<file path="src/hw/rtl/sbc_pkg.sv">
// ----------------------------------------------------------------------------
// sbc_pkg
// Shared types for the swept box collision block.
// ----------------------------------------------------------------------------
package sbc_pkg;

  localparam int AXIS_W = 2;
  localparam int TIME_W = 17;
  localparam logic [AXIS_W-1:0] AXIS_NONE = 2'd3;

  typedef enum logic [1:0] {
    DIV_IDLE,
    DIV_RUN,
    DIV_DONE
  } div_state_t;

  typedef struct packed {
    logic             hit;
    logic [TIME_W-1:0] time_res;
    logic [1:0]       normal_x;
    logic [1:0]       normal_y;
    logic [1:0]       normal_z;
  } result_t;

endpackage

</file>
<file path="src/hw/rtl/sbc_front.sv">
// ----------------------------------------------------------------------------
// sbc_front
// Accepts axis beats, forms the slab numerators and queues them for the back.
// Two-entry queue.
// ----------------------------------------------------------------------------
module sbc_front #(
  parameter int CW = 32
) (
  input  logic                clk,
  input  logic                rst,
  input  logic                in_valid,
  output logic                in_ready,
  input  logic [1:0]          in_axis,
  input  logic [CW-1:0]       in_mmin,
  input  logic [CW-1:0]       in_mmax,
  input  logic [CW-1:0]       in_vel,
  input  logic [CW-1:0]       in_bmin,
  input  logic [CW-1:0]       in_bmax,
  input  logic                in_last,
  output logic                q_valid,
  input  logic                q_ready,
  output logic [1:0]          q_axis,
  output logic signed [CW:0]  q_num_in,
  output logic signed [CW:0]  q_num_out,
  output logic signed [CW-1:0] q_vel,
  output logic                q_last
);
  import sbc_pkg::*;

  localparam int EW = 2 + 2 * (CW + 1) + CW + 1;

  logic [EW-1:0] mem [2];
  logic          wp;
  logic          rp;
  logic [1:0]    cnt;
  logic [EW-1:0] wdata;
  logic signed [CW:0] ni;
  logic signed [CW:0] no;
  logic          push;
  logic          pop;

  assign ni = $signed({in_bmin[CW-1], in_bmin}) - $signed({in_mmax[CW-1], in_mmax});
  assign no = $signed({in_bmax[CW-1], in_bmax}) - $signed({in_mmin[CW-1], in_mmin});
  assign wdata = {in_axis, ni, no, in_vel, in_last};
  assign in_ready = (cnt != 2'd2);
  assign q_valid = (cnt != 2'd0);
  assign push = in_valid && in_ready;
  assign pop = q_valid && q_ready;
  assign {q_axis, q_num_in, q_num_out, q_vel, q_last} = mem[rp];

  always_ff @(posedge clk) begin
    if (push) begin
      mem[wp] <= wdata;
    end
  end

  always_ff @(posedge clk) begin
    if (rst) begin
      wp <= 1'b0;
      rp <= 1'b0;
      cnt <= 2'd0;
    end else begin
      if (push) wp <= ~wp;
      if (pop) rp <= ~rp;
      cnt <= cnt + {1'b0, push} - {1'b0, pop};
    end
  end

  assert property (@(posedge clk) disable iff (rst) cnt <= 2'd2)
    else $error("queue overflow");
  assert property (@(posedge clk) disable iff (rst) (cnt == 2'd0) |-> !pop)
    else $error("pop from empty queue");
  assert property (@(posedge clk) disable iff (rst)
    (push && !pop) |=> (cnt == $past(cnt) + 2'd1))
    else $error("queue count slip");

endmodule

</file>
<file path="src/hw/rtl/sbc_div.sv">
// ----------------------------------------------------------------------------
// sbc_div
// Restoring divider, one quotient bit per cycle, both slab quotients in
// parallel, magnitude saturated at 2^(CW-1)-1.
// ----------------------------------------------------------------------------
module sbc_div #(
  parameter int CW = 32,
  parameter int FB = 16
) (
  input  logic                 clk,
  input  logic                 rst,
  input  logic                 start,
  input  logic signed [CW:0]   num_a,
  input  logic signed [CW:0]   num_b,
  input  logic signed [CW-1:0] den,
  output logic                 done,
  output logic signed [CW:0]   quo_a,
  output logic signed [CW:0]   quo_b
);
  import sbc_pkg::*;

  localparam int NW = CW + 1 + FB;
  localparam int CNTW = $clog2(NW + 1);
  localparam logic [CW:0] LIM = {2'b00, {(CW-1){1'b1}}};

  div_state_t st;
  div_state_t st_next;
  logic [NW-1:0] na, nb;
  logic [NW:0]   ra, rb;
  logic [NW-1:0] qa, qb;
  logic [CW-1:0] d;
  logic          nega, negb;
  logic [CNTW-1:0] cnt;
  logic [NW:0]   ta, tb;
  logic [CW:0]   ma, mb;
  logic [CW:0]   absa, absb;
  logic [CW-1:0] absd;

  assign absa = num_a[CW] ? (~num_a + 1'b1) : num_a;
  assign absb = num_b[CW] ? (~num_b + 1'b1) : num_b;
  assign absd = den[CW-1] ? (~den + 1'b1) : den;
  assign ta = {ra[NW-1:0], na[NW-1]};
  assign tb = {rb[NW-1:0], nb[NW-1]};

  always_comb begin
    st_next = st;
    case (st)
      DIV_IDLE: if (start) st_next = DIV_RUN;
      DIV_RUN:  if (cnt == CNTW'(NW - 1)) st_next = DIV_DONE;
      DIV_DONE: st_next = DIV_IDLE;
      default:  st_next = DIV_IDLE;
    endcase
  end

  always_comb begin
    done = (st == DIV_DONE);
  end

  always_ff @(posedge clk) begin
    if (rst) st <= DIV_IDLE;
    else st <= st_next;
  end

  always_ff @(posedge clk) begin
    case (st)
      DIV_IDLE: begin
        na <= {absa, {FB{1'b0}}};
        nb <= {absb, {FB{1'b0}}};
        ra <= '0;
        rb <= '0;
        qa <= '0;
        qb <= '0;
        d <= absd;
        nega <= num_a[CW] ^ den[CW-1];
        negb <= num_b[CW] ^ den[CW-1];
        cnt <= '0;
      end
      DIV_RUN: begin
        na <= na << 1;
        nb <= nb << 1;
        cnt <= cnt + 1'b1;
        if (ta >= {{(NW+1-CW){1'b0}}, d}) begin
          ra <= ta - {{(NW+1-CW){1'b0}}, d};
          qa <= {qa[NW-2:0], 1'b1};
        end else begin
          ra <= ta;
          qa <= {qa[NW-2:0], 1'b0};
        end
        if (tb >= {{(NW+1-CW){1'b0}}, d}) begin
          rb <= tb - {{(NW+1-CW){1'b0}}, d};
          qb <= {qb[NW-2:0], 1'b1};
        end else begin
          rb <= tb;
          qb <= {qb[NW-2:0], 1'b0};
        end
      end
      default: begin
      end
    endcase
  end

  assign ma = (qa > NW'(LIM)) ? LIM : qa[CW:0];
  assign mb = (qb > NW'(LIM)) ? LIM : qb[CW:0];
  assign quo_a = nega ? $signed(~ma + 1'b1) : $signed(ma);
  assign quo_b = negb ? $signed(~mb + 1'b1) : $signed(mb);

  assert property (@(posedge clk) disable iff (rst) done |=> !done)
    else $error("done held");
  assert property (@(posedge clk) disable iff (rst) done |-> !quo_a[CW-1] || quo_a[CW])
    else $error("quotient beyond saturation");

endmodule

</file>
<file path="src/hw/rtl/sbc_back.sv">
// ----------------------------------------------------------------------------
// sbc_back
// Divides each queued axis with nonzero velocity, folds entry/exit times and
// emits the result on the last axis through an output register.
// ----------------------------------------------------------------------------
module sbc_back #(
  parameter int CW = 32,
  parameter int FB = 16
) (
  input  logic                  clk,
  input  logic                  rst,
  input  logic                  q_valid,
  output logic                  q_ready,
  input  logic [1:0]            q_axis,
  input  logic signed [CW:0]    q_num_in,
  input  logic signed [CW:0]    q_num_out,
  input  logic signed [CW-1:0]  q_vel,
  input  logic                  q_last,
  output logic                  out_valid,
  input  logic                  out_ready,
  output sbc_pkg::result_t      out_res
);
  import sbc_pkg::*;

  localparam logic signed [CW:0] ONE = (CW+1)'(1) <<< FB;

  logic busy;
  logic start;
  logic done;
  logic signed [CW:0] t1, t2, lo, hi;
  logic signed [CW:0] entry_best, exit_best;
  logic [1:0] normal_axis;
  logic normal_positive;
  logic rejected;
  logic signed [CW:0] e_next, x_next;
  logic [1:0] na_next;
  logic np_next, rj_next;
  logic fin;
  logic fire;
  logic hit;
  logic [1:0] nv;
  logic [1:0] nbase;
  logic zvel;

  assign zvel = (q_vel == '0);
  assign fin = q_valid && !out_valid && (zvel ? !busy : done);
  assign start = q_valid && !busy && !zvel && !out_valid;
  assign q_ready = fin;
  assign fire = fin;

  sbc_div #(.CW(CW), .FB(FB)) u_div (
    .clk(clk), .rst(rst), .start(start),
    .num_a(q_num_in), .num_b(q_num_out), .den(q_vel),
    .done(done), .quo_a(t1), .quo_b(t2)
  );

  always_comb begin
    e_next = entry_best;
    x_next = exit_best;
    na_next = normal_axis;
    np_next = normal_positive;
    rj_next = rejected;
    lo = (t1 > t2) ? t2 : t1;
    hi = (t1 > t2) ? t1 : t2;
    if (zvel) begin
      if (q_num_in > 0 || q_num_out < 0) rj_next = 1'b1;
    end else begin
      if (lo > entry_best) begin
        e_next = lo;
        na_next = q_axis;
        np_next = (t1 > t2);
      end
      if (hi < exit_best) x_next = hi;
    end
    hit = !rj_next && (e_next <= x_next) && (e_next >= 0) && (e_next < ONE);
    nbase = np_next ? 2'b01 : 2'b11;
    nv = hit ? nbase : 2'b00;
  end

  always_ff @(posedge clk) begin
    if (rst) begin
      busy <= 1'b0;
      out_valid <= 1'b0;
      entry_best <= '0;
      exit_best <= ONE;
      normal_axis <= AXIS_NONE;
      normal_positive <= 1'b0;
      rejected <= 1'b0;
    end else begin
      if (start) busy <= 1'b1;
      else if (done) busy <= 1'b0;
      if (out_valid && out_ready) out_valid <= 1'b0;
      if (fire) begin
        if (q_last) begin
          out_valid <= 1'b1;
          entry_best <= '0;
          exit_best <= ONE;
          normal_axis <= AXIS_NONE;
          normal_positive <= 1'b0;
          rejected <= 1'b0;
        end else begin
          entry_best <= e_next;
          exit_best <= x_next;
          normal_axis <= na_next;
          normal_positive <= np_next;
          rejected <= rj_next;
        end
      end
    end
  end

  always_ff @(posedge clk) begin
    if (fire && q_last) begin
      out_res.hit <= hit;
      out_res.time_res <= hit ? TIME_W'(e_next) : TIME_W'(ONE);
      out_res.normal_x <= (na_next == 2'd0) ? nv : 2'b00;
      out_res.normal_y <= (na_next == 2'd1) ? nv : 2'b00;
      out_res.normal_z <= (na_next == 2'd2) ? nv : 2'b00;
    end
  end

  assert property (@(posedge clk) disable iff (rst) (out_valid && !out_ready) |=> out_valid)
    else $error("result dropped");
  assert property (@(posedge clk) disable iff (rst) exit_best <= ONE)
    else $error("exit above one");
  assert property (@(posedge clk) disable iff (rst) q_ready |-> !out_valid)
    else $error("fold over pending result");

endmodule

</file>
<file path="src/hw/rtl/swept_box_collision.sv">
// ----------------------------------------------------------------------------
// swept_box_collision
// Swept box slab test: front queue, divider-driven fold, registered result.
// ----------------------------------------------------------------------------
// A nonzero-velocity axis passes the queue, then the divider (IDLE, RUN, DONE), and
// folds; a zero-velocity axis folds straight from the queue. The last axis's result
// beat is valid right after its fold. The shared bit-serial divider takes one axis
// at a time and finishes it before the next starts; zero-velocity axes fold one per
// cycle while it is idle and no result beat is pending. A result beat held by
// m_tready stalls the fold. Reset (rst, synchronous) clears queue and fold state.
module swept_box_collision #(
  parameter int COORD_WIDTH = 32,
  parameter int FRAC_BITS = 16
) (
  input  logic clk,
  input  logic rst,
  input  logic s_tvalid,
  output logic s_tready,
  // axis, moving_min, moving_max, velocity, box_min, box_max (low to high)
  input  logic [((2 + 5 * COORD_WIDTH + 7) / 8) * 8 - 1:0] s_tdata,
  input  logic s_tlast,
  output logic m_tvalid,
  input  logic m_tready,
  // hit, time_res, normal_x, normal_y, normal_z (low to high)
  output logic [23:0] m_tdata
);
  import sbc_pkg::*;

  localparam int CW = COORD_WIDTH;

  logic q_valid, q_ready, q_last;
  logic [1:0] q_axis;
  logic signed [CW:0] q_num_in, q_num_out;
  logic signed [CW-1:0] q_vel;
  result_t res;

  sbc_front #(.CW(CW)) u_front (
    .clk(clk), .rst(rst),
    .in_valid(s_tvalid), .in_ready(s_tready),
    .in_axis(s_tdata[1:0]),
    .in_mmin(s_tdata[2 +: CW]),
    .in_mmax(s_tdata[2 + CW +: CW]),
    .in_vel(s_tdata[2 + 2 * CW +: CW]),
    .in_bmin(s_tdata[2 + 3 * CW +: CW]),
    .in_bmax(s_tdata[2 + 4 * CW +: CW]),
    .in_last(s_tlast),
    .q_valid(q_valid), .q_ready(q_ready),
    .q_axis(q_axis), .q_num_in(q_num_in), .q_num_out(q_num_out),
    .q_vel(q_vel), .q_last(q_last)
  );

  sbc_back #(.CW(CW), .FB(FRAC_BITS)) u_back (
    .clk(clk), .rst(rst),
    .q_valid(q_valid), .q_ready(q_ready),
    .q_axis(q_axis), .q_num_in(q_num_in), .q_num_out(q_num_out),
    .q_vel(q_vel), .q_last(q_last),
    .out_valid(m_tvalid), .out_ready(m_tready), .out_res(res)
  );

  assign m_tdata = {res.normal_z, res.normal_y, res.normal_x, res.time_res, res.hit};

endmodule
</file>
<file path="config.mk">
export PLATFORM = sky130hd
export DESIGN_NAME = swept_box_collision
export DESIGN_NICKNAME = d
export VERILOG_FILES = /design/src/hw/rtl/sbc_pkg.sv /design/src/hw/rtl/sbc_front.sv /design/src/hw/rtl/sbc_div.sv /design/src/hw/rtl/sbc_back.sv /design/src/hw/rtl/swept_box_collision.sv
export SDC_FILE = /design/constraint.sdc
export NUM_CORES = 2
export LEC_CHECK = 0
export BUFFER_PORTS_ARGS = -buffer_cell sky130_fd_sc_hd__buf_4
export CELL_PAD_IN_SITES_DETAIL_PLACEMENT = 0
export CELL_PAD_IN_SITES_GLOBAL_PLACEMENT = 1
export CORE_MARGIN = 5
export CORE_UTILIZATION = 51
export CTS_BUF_LIST = sky130_fd_sc_hd__clkbuf_4
export DETAILED_ROUTE_END_ITERATION = 10
export PLACE_DENSITY_LB_ADDON = 0.1
export REMOVE_ABC_BUFFERS = 1
export SLEW_MARGIN = 20
export SYNTH_ARGS = -nofsm -noshare
export SYNTH_HDL_FRONTEND = slang
export SYNTH_SLANG_ARGS = --single-unit
</file>
<file path="constraint.sdc">
create_clock -name clk -period 12.9 [get_ports clk]
set_input_delay 3.225 -clock clk [delete_from_list [all_inputs] [get_ports clk]]
set_output_delay 3.225 -clock clk [all_outputs]
set_load 0.1 [all_outputs]
</file>
==> impl_metrics.tcl <==
set metrics [dict create \
    outcome "complete, no violations" \
    postCtsHoldBufs 0 \
    layout-drive-gt1-share_pct 14.29 \
    setup_violations 0 \
    ys_warn_count 0 \
    crit_path_end_kind "flop" \
    synth_seq_cells 607 \
    worst_slack_ns 0.8027 \
    clkLatencyLatePin_ns 0.97 \
    finalInstanceArea_um2 43100 \
    cp_max_fo 17 \
    die_y_um 283.7 \
    final_cells 5223 \
    hold_viol 0 \
    ys_seq_area_share_pct 45.65 \
    p_per_area_nw_per_um2 247.6 \
    clock.fmax_ghz 0.08266 \
    ant_nets 0 \
    rows 100 \
    worstPathRequired_ns 13.65 \
    layout_commonest_cell "edfxtp_1" \
    place.gp.congestion 0.8588 \
    synthMuxAreaShare_pct 5.484 \
    vias 28978 \
    dp_hpwl_um 63180 \
    htree_levels 4 \
    synth_compound_area_share_pct 14.70 \
    place_area_um2 40970 \
    clk_pin_slew_worst_paths_ns 0.06 \
    yosys.cell_types.count 86 \
    synthCells 3845 \
    synth_area_per_cell_um2 9.933 \
    skew_ns 0.07490 \
    cap_viol_max_count 0 \
    critPathLaunchType "flop" \
    die_x_um 283.7 \
    worstSetupPathType "reg -> reg" \
    cts_tree "yes" \
    fin_crit_ns 12.10 \
    synth-edff-count 528 \
    fin_crit_sh_pct 93.78 \
    cpMaxStageDelayCell "or4_1" \
    gr-total-overflow 0 \
    yosys.area_share.simple_pct 15.66 \
    ir_worst_vdd_v 0.0002525 \
    drc_errors 0 \
    grt_pass1_vias 27771 \
    ioPinCount 199 \
    grt_max_degree 130 \
    cp.arrival_ns 12.85 \
    slew_violations 0 \
    hp-class "reg -> reg" \
    fin_nets 4581 \
    finalPower_mw 10.67 \
    drt-total-wl_um 88040 \
    max_stage_delay_ns 0.52 \
    routedWlPerCell_um 16.86 \
    cpMostUsedCell "buf_4" \
    cts_inserted_buffers 166 \
    max_slew_margin_pct 30.11 \
    dp_slack_ns 0.6137 \
    grtUsageTotal_pct 21.29 \
    first_pass_iters 5 \
    cts.sinks 607 \
    synth_flop_cell "edfxtp_1" \
    synthArstFlopShare_pct 0 \
    core_region_area_um2 74320 \
    final_cell_mix "edfxtp_1, nand2_1, nor2_1, inv_1, ha_1" \
    antenna_found_initial 7 \
    viasPerCell 5.548 \
    hold_ws_ns 0.4668 \
    synth_area_um2 38190 \
    p_leak_nw 18.41 \
    setup_tns_ns 0 \
    synthAdderAreaFrac_pct 8.924 \
    initial_core_util_pct 51.39 \
    dieArea_um2 80460 \
    cts_root_buffer "clkbuf_4" \
    worst_pin_slew_ns 1.032 \
    synth_top_family_by_area "simple AND/OR/NAND/NOR gates" \
    io_buffers 192 \
    synth-xor-area-share_pct 5.389 \
    clockBufferDepth 3 \
    area_growth_pct 12.86 \
    utilization_pct 58.00 \
    grt_pass1_wl_um 142200 \
    placedCellCount 4938 \
    first_iter_violations 1809 \
]
[final timing paths]
check        cells after the start                              end  slack (ns)                              start
max                             53  u_back.out_res[2]$_SDFFCE_PP0P_        0.80  u_back.u_div.qa[36]$_SDFFCE_PN0P_
min reg2reg                      2         u_back.busy$_SDFFE_PP0P_        0.47           u_back.busy$_SDFFE_PP0P_
min                              2         u_back.busy$_SDFFE_PP0P_        0.47           u_back.busy$_SDFFE_PP0P_
max reg2reg                     53  u_back.out_res[2]$_SDFFCE_PP0P_        0.80  u_back.u_div.qa[36]$_SDFFCE_PN0P_
[area by class of cell]
class	instances	area, µm²
clock buffer	235	1764
timing repair buffer	268	2062
antenna	5	12.51
inverter	270	1021
multi-input combinational	2825	19270
sequential	607	17440
clock inverter	44	316.6
tap	969	1212
fill	6723	31220
[flip-flops by register name, indices dropped and copies added (netlist names), 2 cells and up, named ones only]
name,count
u_back.entry_best,33
u_back.u_div.st,2
u_front.cnt,2
u_back.u_div.na,33
u_back.u_div.ra,49
u_front.mem,202
u_back.out_res,24
u_back.u_div.rb,49
u_back.exit_best,33
u_back.normal_axis,2
u_back.u_div.cnt,6
u_back.u_div.nb,33
u_back.u_div.qb,49
u_back.u_div.qa,49
u_back.u_div.d,32
[worst max-delay path, delay by kind of cell (launching register included)]
family | cells | cell delay [ns]
buf+inv | 10 | 1.75
flops | 1 | 0.40
mux | 1 | 0.14
fa+ha+maj | 4 | 1.14
compound gates | 15 | 2.74
simple gates | 23 | 5.73
[power by group]
group,internal (mW),total [mW],leakage [nW],switching (mW)
Sequential,2.54,2.68,6.30,0.138
Combinational,2.68,6.26,10.9,3.58
Clock,0.917,1.73,1.23,0.817
[cells in the mapped netlist (all sizes together) (26+ instances only)]
| cell | n | area (µm²) |
|---|---|---|
| a211oi | 34 | 270.3 |
| xnor2 | 109 | 954.7 |
| or3 | 39 | 244.0 |
| nand4 | 47 | 294.0 |
| nand3 | 48 | 240.2 |
| edfxtp | 528 | 15860 |
| inv | 269 | 1010 |
| a21o | 92 | 690.7 |
| a22oi | 41 | 307.8 |
| nand2 | 343 | 1287 |
| nor2 | 308 | 1161 |
| xor2 | 126 | 1104 |
| ha | 266 | 3328 |
| clkbuf | 104 | 390.4 |
| nor4 | 38 | 244.0 |
| nand2b | 41 | 256.5 |
| buf | 39 | 195.2 |
| mux2 | 26 | 292.8 |
| o21a | 32 | 240.2 |
| a31oi | 27 | 168.9 |
| mux2i | 180 | 1802 |
| a21oi | 256 | 1289 |
| o21ai | 240 | 1201 |
| dfxtp | 79 | 1582 |
| and3 | 29 | 181.4 |
| and2 | 115 | 719.4 |
| nor2b | 37 | 231.5 |
| o31ai | 36 | 275.3 |
| nor3 | 88 | 440.4 |
[cell families (layout without fill, tap and decap cells)]
group | after synthesis | count (layout)
AND/OR/NAND/NOR | 1221 | 1221
AO/OA/AOI/OAI | 893 | 893
flip-flops | 607 | 607
buffers and inverters | 413 | 817
adder cells (fa/ha/maj) | 270 | 270
XOR/XNOR | 235 | 235
multiplexers | 206 | 206
other | 0 | 5
[metal layers]
layer / up-vias / wire length, µm / global-route usage [%]
met4: 2 / 1705 / 6.075
li1: 14674 / - / -
met3: 136 / 4484 / 3.968
met1: 13551 / 41390 / 29.64
met5: - / 11 / 0
met2: 615 / 40440 / 34.30
[timing repair]
| action | 4_1_cts | 5_1_grt |
|---|---|---|
| endpoints found under the setup margin | 0 | 24 |
| buffers inserted | 0 | 1 |
| resized for setup | 0 | 7 |
| endpoints found under the hold margin | 0 | 0 |
(Power assumes the default switching activity.)
